File: src/sv/dqp_pkg.sv
`timescale 1ns / 1ps

package dqp_pkg;

    // Record kinds carried on the output tuser.
    localparam logic [1:0] KIND_HEADER = 2'd0;
    localparam logic [1:0] KIND_CHAR   = 2'd1;
    localparam logic [1:0] KIND_QEND   = 2'd2;
    localparam logic [1:0] KIND_ERROR  = 2'd3;

    // Error codes.
    localparam logic [1:0] ERR_NONE  = 2'd0;
    localparam logic [1:0] ERR_SHORT = 2'd1;
    localparam logic [1:0] ERR_TRUNC = 2'd2;

    localparam logic [7:0] DOT_CHAR         = 8'h2E;
    localparam logic [7:0] LIMIT_RESET      = 8'd63;
    localparam logic [3:0] HEADER_LAST_IDX  = 4'd11;

    // Output item, last field in the lowest bits, zero fill on top.
    typedef struct packed {
        logic [2:0]  fill;
        logic [1:0]  error_code;
        logic        long_label;
        logic [15:0] query_class;
        logic [15:0] query_type;
        logic [7:0]  name_char;
        logic [17:0] other_record_count;
        logic [15:0] question_count;
        logic [3:0]  rcode;
        logic [3:0]  opcode;
        logic [15:0] flags_word;
        logic [15:0] message_id;
    } result_t;

endpackage

File: src/sv/dns_question_parser.sv
`timescale 1ns / 1ps

// Channel   Direction  Handshake          Payload
// s_*       in         s_tvalid/s_tready  s_tdata = packet_byte, s_tlast = last_byte
// m_*       out        m_tvalid/m_tready  m_tdata = result fields, m_tuser = record_kind
// APB       in         psel/penable       label_warn_limit at byte address 0
//
// Each accepted byte is parsed in the cycle it is accepted and its result, if any,
// lands in the output register at the same edge, so one byte per cycle is sustained
// as long as the output is not stalled.
// The input is stalled only while the output register holds a result not yet taken.
// rst_n clears the parse state and the output valid flag, and sets the limit to 63.
// A byte flagged with s_tlast returns the parser to its reset state; the limit is kept.

module dns_question_parser (
    input  logic         clk,
    input  logic         rst_n,
    // Input byte stream.
    input  logic         s_tvalid,
    output logic         s_tready,
    input  logic [7:0]   s_tdata,   // [7:0] packet_byte
    input  logic         s_tlast,   // last_byte
    // Output record stream.
    output logic         m_tvalid,
    input  logic         m_tready,
    // [15:0] message_id, [31:16] flags_word, [35:32] opcode, [39:36] rcode,
    // [55:40] question_count, [73:56] other_record_count, [81:74] name_char,
    // [97:82] query_type, [113:98] query_class, [114] long_label,
    // [116:115] error_code, [119:117] zero
    output logic [119:0] m_tdata,
    output logic [1:0]   m_tuser,   // [1:0] record_kind
    // Configuration port.
    input  logic         psel,
    input  logic         penable,
    input  logic         pwrite,
    input  logic [2:0]   paddr,
    input  logic [31:0]  pwdata,
    output logic [31:0]  prdata,
    output logic         pready
);

    typedef enum logic [2:0] {
        PH_HEADER,
        PH_LEN,
        PH_DATA,
        PH_TAIL,
        PH_SKIP
    } phase_t;

    // Parser state.
    phase_t          phase_reg, phase_next;
    logic [3:0]      hdr_idx_reg, hdr_idx_next;
    logic [63:0]     hdr_shift_reg, hdr_shift_next;
    logic [15:0]     q_left_reg, q_left_next;
    logic [7:0]      lbl_left_reg, lbl_left_next;
    logic [23:0]     tail_reg, tail_next;
    logic [1:0]      tail_idx_reg, tail_idx_next;
    logic            long_seen_reg, long_seen_next;

    // Output register.
    logic            m_valid_reg, m_valid_next;
    dqp_pkg::result_t m_data_reg, m_data_next;
    logic [1:0]      m_kind_reg, m_kind_next;

    // Configuration register.
    logic [7:0]      limit_reg;

    logic            accept;
    logic            cfg_write;
    logic            cfg_hit;
    logic            emit;
    dqp_pkg::result_t res;
    logic [1:0]      kind;
    logic [15:0]     q_dec;
    logic [15:0]     hdr_flags;

    assign pready    = 1'b1;
    assign cfg_hit   = (paddr[2] == 1'b0);
    assign cfg_write = psel && penable && pwrite && pready && cfg_hit;
    assign prdata    = cfg_hit ? {24'd0, limit_reg} : 32'd0;

    // The output register can take a new result when empty or being drained.
    assign s_tready = !m_valid_reg || m_tready;
    assign accept   = s_tvalid && s_tready;

    assign m_tvalid = m_valid_reg;
    assign m_tdata  = m_data_reg;
    assign m_tuser  = m_kind_reg;

    assign q_dec     = q_left_reg - 16'd1;
    assign hdr_flags = hdr_shift_reg[47:32];

    always_comb
    begin
        phase_next     = phase_reg;
        hdr_idx_next   = hdr_idx_reg;
        hdr_shift_next = hdr_shift_reg;
        q_left_next    = q_left_reg;
        lbl_left_next  = lbl_left_reg;
        tail_next      = tail_reg;
        tail_idx_next  = tail_idx_reg;
        long_seen_next = long_seen_reg;
        emit           = 1'b0;
        res            = '0;
        kind           = dqp_pkg::KIND_HEADER;

        if (accept)
        begin
            case (phase_reg)
                PH_HEADER:
                begin
                    // Bytes 0..7 shift in; the NSCOUNT and ARCOUNT words are summed.
                    if (hdr_idx_reg < 4'd8)
                    begin
                        hdr_shift_next = {hdr_shift_reg[55:0], s_tdata};
                    end
                    else if (hdr_idx_reg == 4'd8 || hdr_idx_reg == 4'd10)
                    begin
                        tail_next = tail_reg + {8'd0, s_tdata, 8'd0};
                    end
                    else
                    begin
                        tail_next = tail_reg + {16'd0, s_tdata};
                    end

                    if (s_tlast)
                    begin
                        emit           = 1'b1;
                        kind           = dqp_pkg::KIND_ERROR;
                        res.error_code = dqp_pkg::ERR_SHORT;
                    end
                    else if (hdr_idx_reg >= dqp_pkg::HEADER_LAST_IDX)
                    begin
                        emit                   = 1'b1;
                        kind                   = dqp_pkg::KIND_HEADER;
                        res.message_id         = hdr_shift_reg[63:48];
                        res.flags_word         = hdr_flags;
                        res.opcode             = hdr_flags[14:11];
                        res.rcode              = hdr_flags[3:0];
                        res.question_count     = hdr_shift_reg[31:16];
                        res.other_record_count = {2'd0, hdr_shift_reg[15:0]}
                                                 + tail_next[17:0];
                        q_left_next    = hdr_shift_reg[31:16];
                        tail_next      = '0;
                        long_seen_next = 1'b0;
                        phase_next     = (hdr_shift_reg[31:16] != 16'd0) ? PH_LEN : PH_SKIP;
                    end
                    else
                    begin
                        hdr_idx_next = hdr_idx_reg + 4'd1;
                    end
                end

                PH_LEN:
                begin
                    if (s_tdata == 8'd0)
                    begin
                        // Empty name: go straight to qtype and qclass.
                        phase_next    = PH_TAIL;
                        tail_idx_next = '0;
                        tail_next     = '0;
                    end
                    else
                    begin
                        if (s_tdata > limit_reg)
                        begin
                            long_seen_next = 1'b1;
                        end
                        lbl_left_next = s_tdata;
                        phase_next    = PH_DATA;
                    end
                end

                PH_DATA:
                begin
                    if (lbl_left_reg != 8'd0)
                    begin
                        lbl_left_next = lbl_left_reg - 8'd1;
                        emit          = 1'b1;
                        kind          = dqp_pkg::KIND_CHAR;
                        res.name_char = s_tdata;
                    end
                    else if (s_tdata == 8'd0)
                    begin
                        phase_next    = PH_TAIL;
                        tail_idx_next = '0;
                        tail_next     = '0;
                    end
                    else
                    begin
                        // A new label starts; a dot separates it from the last one.
                        if (s_tdata > limit_reg)
                        begin
                            long_seen_next = 1'b1;
                        end
                        lbl_left_next = s_tdata;
                        emit          = 1'b1;
                        kind          = dqp_pkg::KIND_CHAR;
                        res.name_char = dqp_pkg::DOT_CHAR;
                    end
                end

                PH_TAIL:
                begin
                    if (tail_idx_reg != 2'd3)
                    begin
                        tail_next     = {tail_reg[15:0], s_tdata};
                        tail_idx_next = tail_idx_reg + 2'd1;
                    end
                    else
                    begin
                        emit            = 1'b1;
                        kind            = dqp_pkg::KIND_QEND;
                        res.query_type  = tail_reg[23:8];
                        res.query_class = {tail_reg[7:0], s_tdata};
                        res.long_label  = long_seen_reg;
                        q_left_next     = q_dec;
                        tail_next       = '0;
                        tail_idx_next   = '0;
                        long_seen_next  = 1'b0;
                        phase_next      = (q_dec != 16'd0) ? PH_LEN : PH_SKIP;
                    end
                end

                PH_SKIP:
                begin
                    // Bytes after the last question are dropped.
                end

                default:
                begin
                end
            endcase

            // A message that ends inside a question is truncated. This also covers
            // a completed question when more questions are still announced.
            if (s_tlast && (phase_reg == PH_LEN || phase_reg == PH_DATA
                || (phase_reg == PH_TAIL && (tail_idx_reg != 2'd3 || q_dec != 16'd0))))
            begin
                emit           = 1'b1;
                kind           = dqp_pkg::KIND_ERROR;
                res            = '0;
                res.error_code = dqp_pkg::ERR_TRUNC;
            end

            if (s_tlast)
            begin
                phase_next     = PH_HEADER;
                hdr_idx_next   = '0;
                hdr_shift_next = '0;
                q_left_next    = '0;
                lbl_left_next  = '0;
                tail_next      = '0;
                tail_idx_next  = '0;
                long_seen_next = 1'b0;
            end
        end
    end

    always_comb
    begin
        m_valid_next = m_valid_reg;
        m_data_next  = m_data_reg;
        m_kind_next  = m_kind_reg;
        if (accept)
        begin
            m_valid_next = emit;
            if (emit)
            begin
                m_data_next = res;
                m_kind_next = kind;
            end
        end
        else if (m_tready)
        begin
            m_valid_next = 1'b0;
        end
    end

    always_ff @(posedge clk or negedge rst_n)
    begin
        if (!rst_n)
        begin
            phase_reg     <= PH_HEADER;
            hdr_idx_reg   <= '0;
            hdr_shift_reg <= '0;
            q_left_reg    <= '0;
            lbl_left_reg  <= '0;
            tail_reg      <= '0;
            tail_idx_reg  <= '0;
            long_seen_reg <= 1'b0;
            m_valid_reg   <= 1'b0;
        end
        else
        begin
            phase_reg     <= phase_next;
            hdr_idx_reg   <= hdr_idx_next;
            hdr_shift_reg <= hdr_shift_next;
            q_left_reg    <= q_left_next;
            lbl_left_reg  <= lbl_left_next;
            tail_reg      <= tail_next;
            tail_idx_reg  <= tail_idx_next;
            long_seen_reg <= long_seen_next;
            m_valid_reg   <= m_valid_next;
        end
    end

    // Output payload carries no reset; it is qualified by m_valid_reg.
    always_ff @(posedge clk)
    begin
        m_data_reg <= m_data_next;
        m_kind_reg <= m_kind_next;
    end

    always_ff @(posedge clk or negedge rst_n)
    begin
        if (!rst_n)
        begin
            limit_reg <= dqp_pkg::LIMIT_RESET;
        end
        else if (cfg_write)
        begin
            limit_reg <= pwdata[7:0];
        end
    end

endmodule

File: config.mk
export PLATFORM = sky130hd
export DESIGN_NAME = dns_question_parser
export DESIGN_NICKNAME = d
export VERILOG_FILES = /design/src/sv/dqp_pkg.sv /design/src/sv/dns_question_parser.sv
export SDC_FILE = /design/constraint.sdc
export NUM_CORES = 1
export LEC_CHECK = 0
export ABC_AREA = 1
export BUFFER_PORTS_ARGS = -buffer_cell sky130_fd_sc_hd__buf_2
export CAP_MARGIN = 0
export CORE_UTILIZATION = 50
export CTS_CLUSTER_DIAMETER = 200
export DETAILED_ROUTE_END_ITERATION = 8
export HOLD_SLACK_MARGIN = 0.12
export PLACE_DENSITY = 0.72
export SYNTH_ARGS = -nofsm -noshare
export SYNTH_HDL_FRONTEND = slang
export SYNTH_SLANG_ARGS = --single-unit
File: constraint.sdc
create_clock -name clk -period 11.7 [get_ports clk]
set_input_delay 2.34 -clock clk [delete_from_list [all_inputs] [get_ports clk]]
set_output_delay 2.34 -clock clk [all_outputs]
set_load 0.01 [all_outputs]
==> summary.md <==
| Metric | Value |
|---|---|
| Cell area after synthesis | 13,100 µm² |
| Clock sinks | 242 |
| Max Buffers Root-to-Sink | 3 |
| Clk_lat worst skew | 0.54 ns |
| Commonest non-fill, non-tap cell in the layout | nand2_1 |
| Post-route ant nets | 0 |
| Diodes inserted | 0 |
| Post-Place Worst Slack | 5.91 ns |
| DP HPWL | 23.5 mm |
| H-Tree Depth | 1 |
| Worst Path Max Fanout | 4 |
| GRT Overall Usage | 0.245 |
| Post-synthesis adder-cell area fraction | 0.0493 |
| Crit. End Element | flop |
| Clock Power Share | 0.244 |
| # fillers | 2,296 |
| Post-route design area | 14,800 µm² |
| Slew @ Worst Pin | 1.19 ns |
| Rel. slew slack | 0.206 |
| Final Instance Count excl. Fillers | 2,002 |
| Largest net degree at the start of global routing | 72 |
| Minimum clock period | 5.31 ns |
| Commonest cells after routing, fill and taps aside | nand2_1, inv_1, buf_2 |
| CP arrival | 5.58 ns |
| CTS Buf Count | 26 |
| Synth Area in Simple Gates | 0.201 |
| Max reg flops | 109 |
| Global-route wire length before repair | 51.8 mm |
| Initial antenna violation count | 0 |
| Setup bufs post-CTS | 0 |
| Setup ws final | 6.39 ns |
| Ports | 208 |
| Rows | 58 |
| Mux contribution to synthesized area | 0 |
| Share of power burned in registers | 0.372 |
| Sw frac | 0.399 |
| Worst Hold Class | reg2reg |
| Detailed Route WL | 32.7 mm |
| Final Setup Violations | 0 |
| CTS tree | yes |
| Syn_area_per_cell | 8.62 µm² |
| Initial Utilization | 0.516 |
| Layout cells sized above 1 | 0.161 |
| Layout area overhead | 12.9% |
| Drt pass-1 iters | 6 |
| PortBufs | 153 |
| MaxCap Viol Count | 0 |
| Chip width | 164 µm |
| Post-synth EDFFs | 111 |
| Core area | 25,500 µm² |
| Netlist cell types | 49 |
| Leak | 6.75 nW |
| Post-synthesis xor/xnor area fraction | 0.0127 |
| Int Power | 0.00204 W |
| Grt ovf | 0 |
| Crit share post-route | 0.454 |
| Clock root buffer master | clkbuf_16 |
| Compound-Gate Fraction of Synth Area | 0.136 |
| Placed cells | 1,954 |
| Post-Synthesis Cells | 1,525 |
| Yosys reg bits | 242 |
| FMAX | 188 MHz |
| Synth warn | 0 |
| Vias per cell | 5.46 |
| Final Hold Vio Count | 0 |
| Via count | 10,938 |
| VDD IR max | 0.141 mV |
| Startpoint types | input pin |
| Hold_buf cts | 0 |
| Routability cong. | 0.899 |
| DRC Markers | 0 |
| Chip Height | 164 µm |
| RSZ-0062 raised after global routing | no |
| Asr flop ratio synth | 0.541 |
| PD cells | 228 nW/µm² |
| Combinational Power Share | 0.384 |
| Worst-path clk slew | 0.06 ns |
| Sw Pwr | 0.00135 W |
| Main combinational cell family by area after synthesis | simple AND/OR/NAND/NOR gates |
| Worst EP required | 11.97 ns |
| Status | completed |
| Vias in the first global route | 9,900 |
| Sequential element share of the synthesized area | 0.504 |
| Die Area | 26,900 µm² |
| Critical path class | in2reg |
| Worst clock skew | 0.0197 ns |
| Net count, final | 1,753 |
| TNS Setup | 0 ns |
| Final Power | 0.00338 W |
| DR iter-0 viols | 977 |
| DR WL/cell | 16.3 µm |
| Post-synth top flop | dfrtp_1 |
| Slew Viols, Final | 0 |
| Post-CTS sizing | 0 |
| Cell Area, Placed | 14,000 µm² |
## routing by layer
layer	wire length, µm	share of wire	GRT usage	up-vias
met3	2430	0.074	0.0407	62
met5	0	0	0	-
met1	14300	0.44	0.337	5169
met4	853	0.026	0.0766	0
li1	-	-	-	5274
met2	15200	0.46	0.397	433
## area by class of cell
cell class / count / area, µm² / share of cell area
clock inverter: 11 / 125 / 0.00844
inverter: 206 / 776 / 0.0523
multi-input combinational: 1019 / 5350 / 0.361
clock buffer: 37 / 753 / 0.0508
tap: 330 / 413 / 0.0278
sequential: 242 / 6620 / 0.446
timing repair buffer: 157 / 798 / 0.0538
## metrics by stage
| step | hold WS [ns] | util |
|---|---|---|
| 6_report | 0.493 | 0.582 |
| 5_1_grt | 0.506 | 0.582 |
| 4_1_cts | 0.491 | 0.582 |
| 3_5_place_dp | 0.481 | 0.548 |
| 3_3_place_gp | 0.474 | 0.548 |
| 2_1_floorplan | 0.457 | - |
## worst max-delay path, cell delays in order
cell	delay, ns
buf_2	0.15
ha_1	0.26
fa_1	0.42
nand3_1	0.10
nand2_1	0.13
nand2_1	0.09
nand2_1	0.08
xnor2_1	0.13
o21ai_0	0.33
ha_1	0.35
inv_1	0.10
o21bai_1	0.08
a31oi_1	0.15
nand2_1	0.13
a21boi_0	0.36
o21ai_0	0.16
o21ai_0	0.16
a21oi_1	0.07
## power groups by stage
| stage | Combinational, W | Sequential [W] | Clock [W] |
|---|---|---|---|
| floorplan | 0.000907 | 0.00130 | 0 |
| global placement | 0.00126 | 0.00126 | 0 |
| detailed placement | 0.00128 | 0.00127 | 0 |
| CTS | 0.00129 | 0.00126 | 0.000840 |
| global route | 0.00146 | 0.00128 | 0.000873 |
| finish | 0.00130 | 0.00126 | 0.000827 |
## final timing paths
kind | start | end | slack [ns] | cells past startpoint
setup reg to reg | hdr_idx_reg[3]$_DFFE_PN0P_ | m_tdata[70]$_SDFFCE_PP0P_ | 7.26 | 14
hold reg to reg | limit_reg[0]$_DFFE_PN1P_ | limit_reg[0]$_DFFE_PN1P_ | 0.49 | 2
max in group asynchronous | rst_n | hdr_shift_reg[44]$_DFFE_PN0P_ | 8.25 | 3
setup / recovery | s_tdata[0] | m_tdata[67]$_SDFFCE_PP0P_ | 6.39 | 18
hold / removal | limit_reg[0]$_DFFE_PN1P_ | limit_reg[0]$_DFFE_PN1P_ | 0.49 | 2
min in group asynchronous | rst_n | lbl_left_reg[6]$_DFFE_PN0P_ | 1.78 | 1
## Yosys cell counts, types with 6 or more instances
cell	n	area (µm²)
buf_4	37	278
nor2_2	36	225
a21oi_1	101	505
xor2_1	12	105
nand4_1	19	119
nand2_2	6	37.5
nand3_1	74	370
edfxtp_1	111	3330
ha_1	47	588
nor2_1	150	563
clkbuf_1	24	90.1
buf_2	18	90.1
dfrtp_1	125	3130
dfstp_2	6	158
inv_1	201	754
o22ai_1	81	507
nand2_1	284	1070
xnor2_1	7	61.3
o21ai_0	104	521
nor3_1	15	75.1
## cell families (layout without fill, tap and decap cells)
logic type,count (synthesis),in the layout
other cells,2,28
simple gates,602,602
buf+inv,290,411
compound gates,320,320
fa+ha+maj,50,50
xor+xnor,19,19
flops,242,242
No activity file was read; power rests on OpenSTA's default activity.
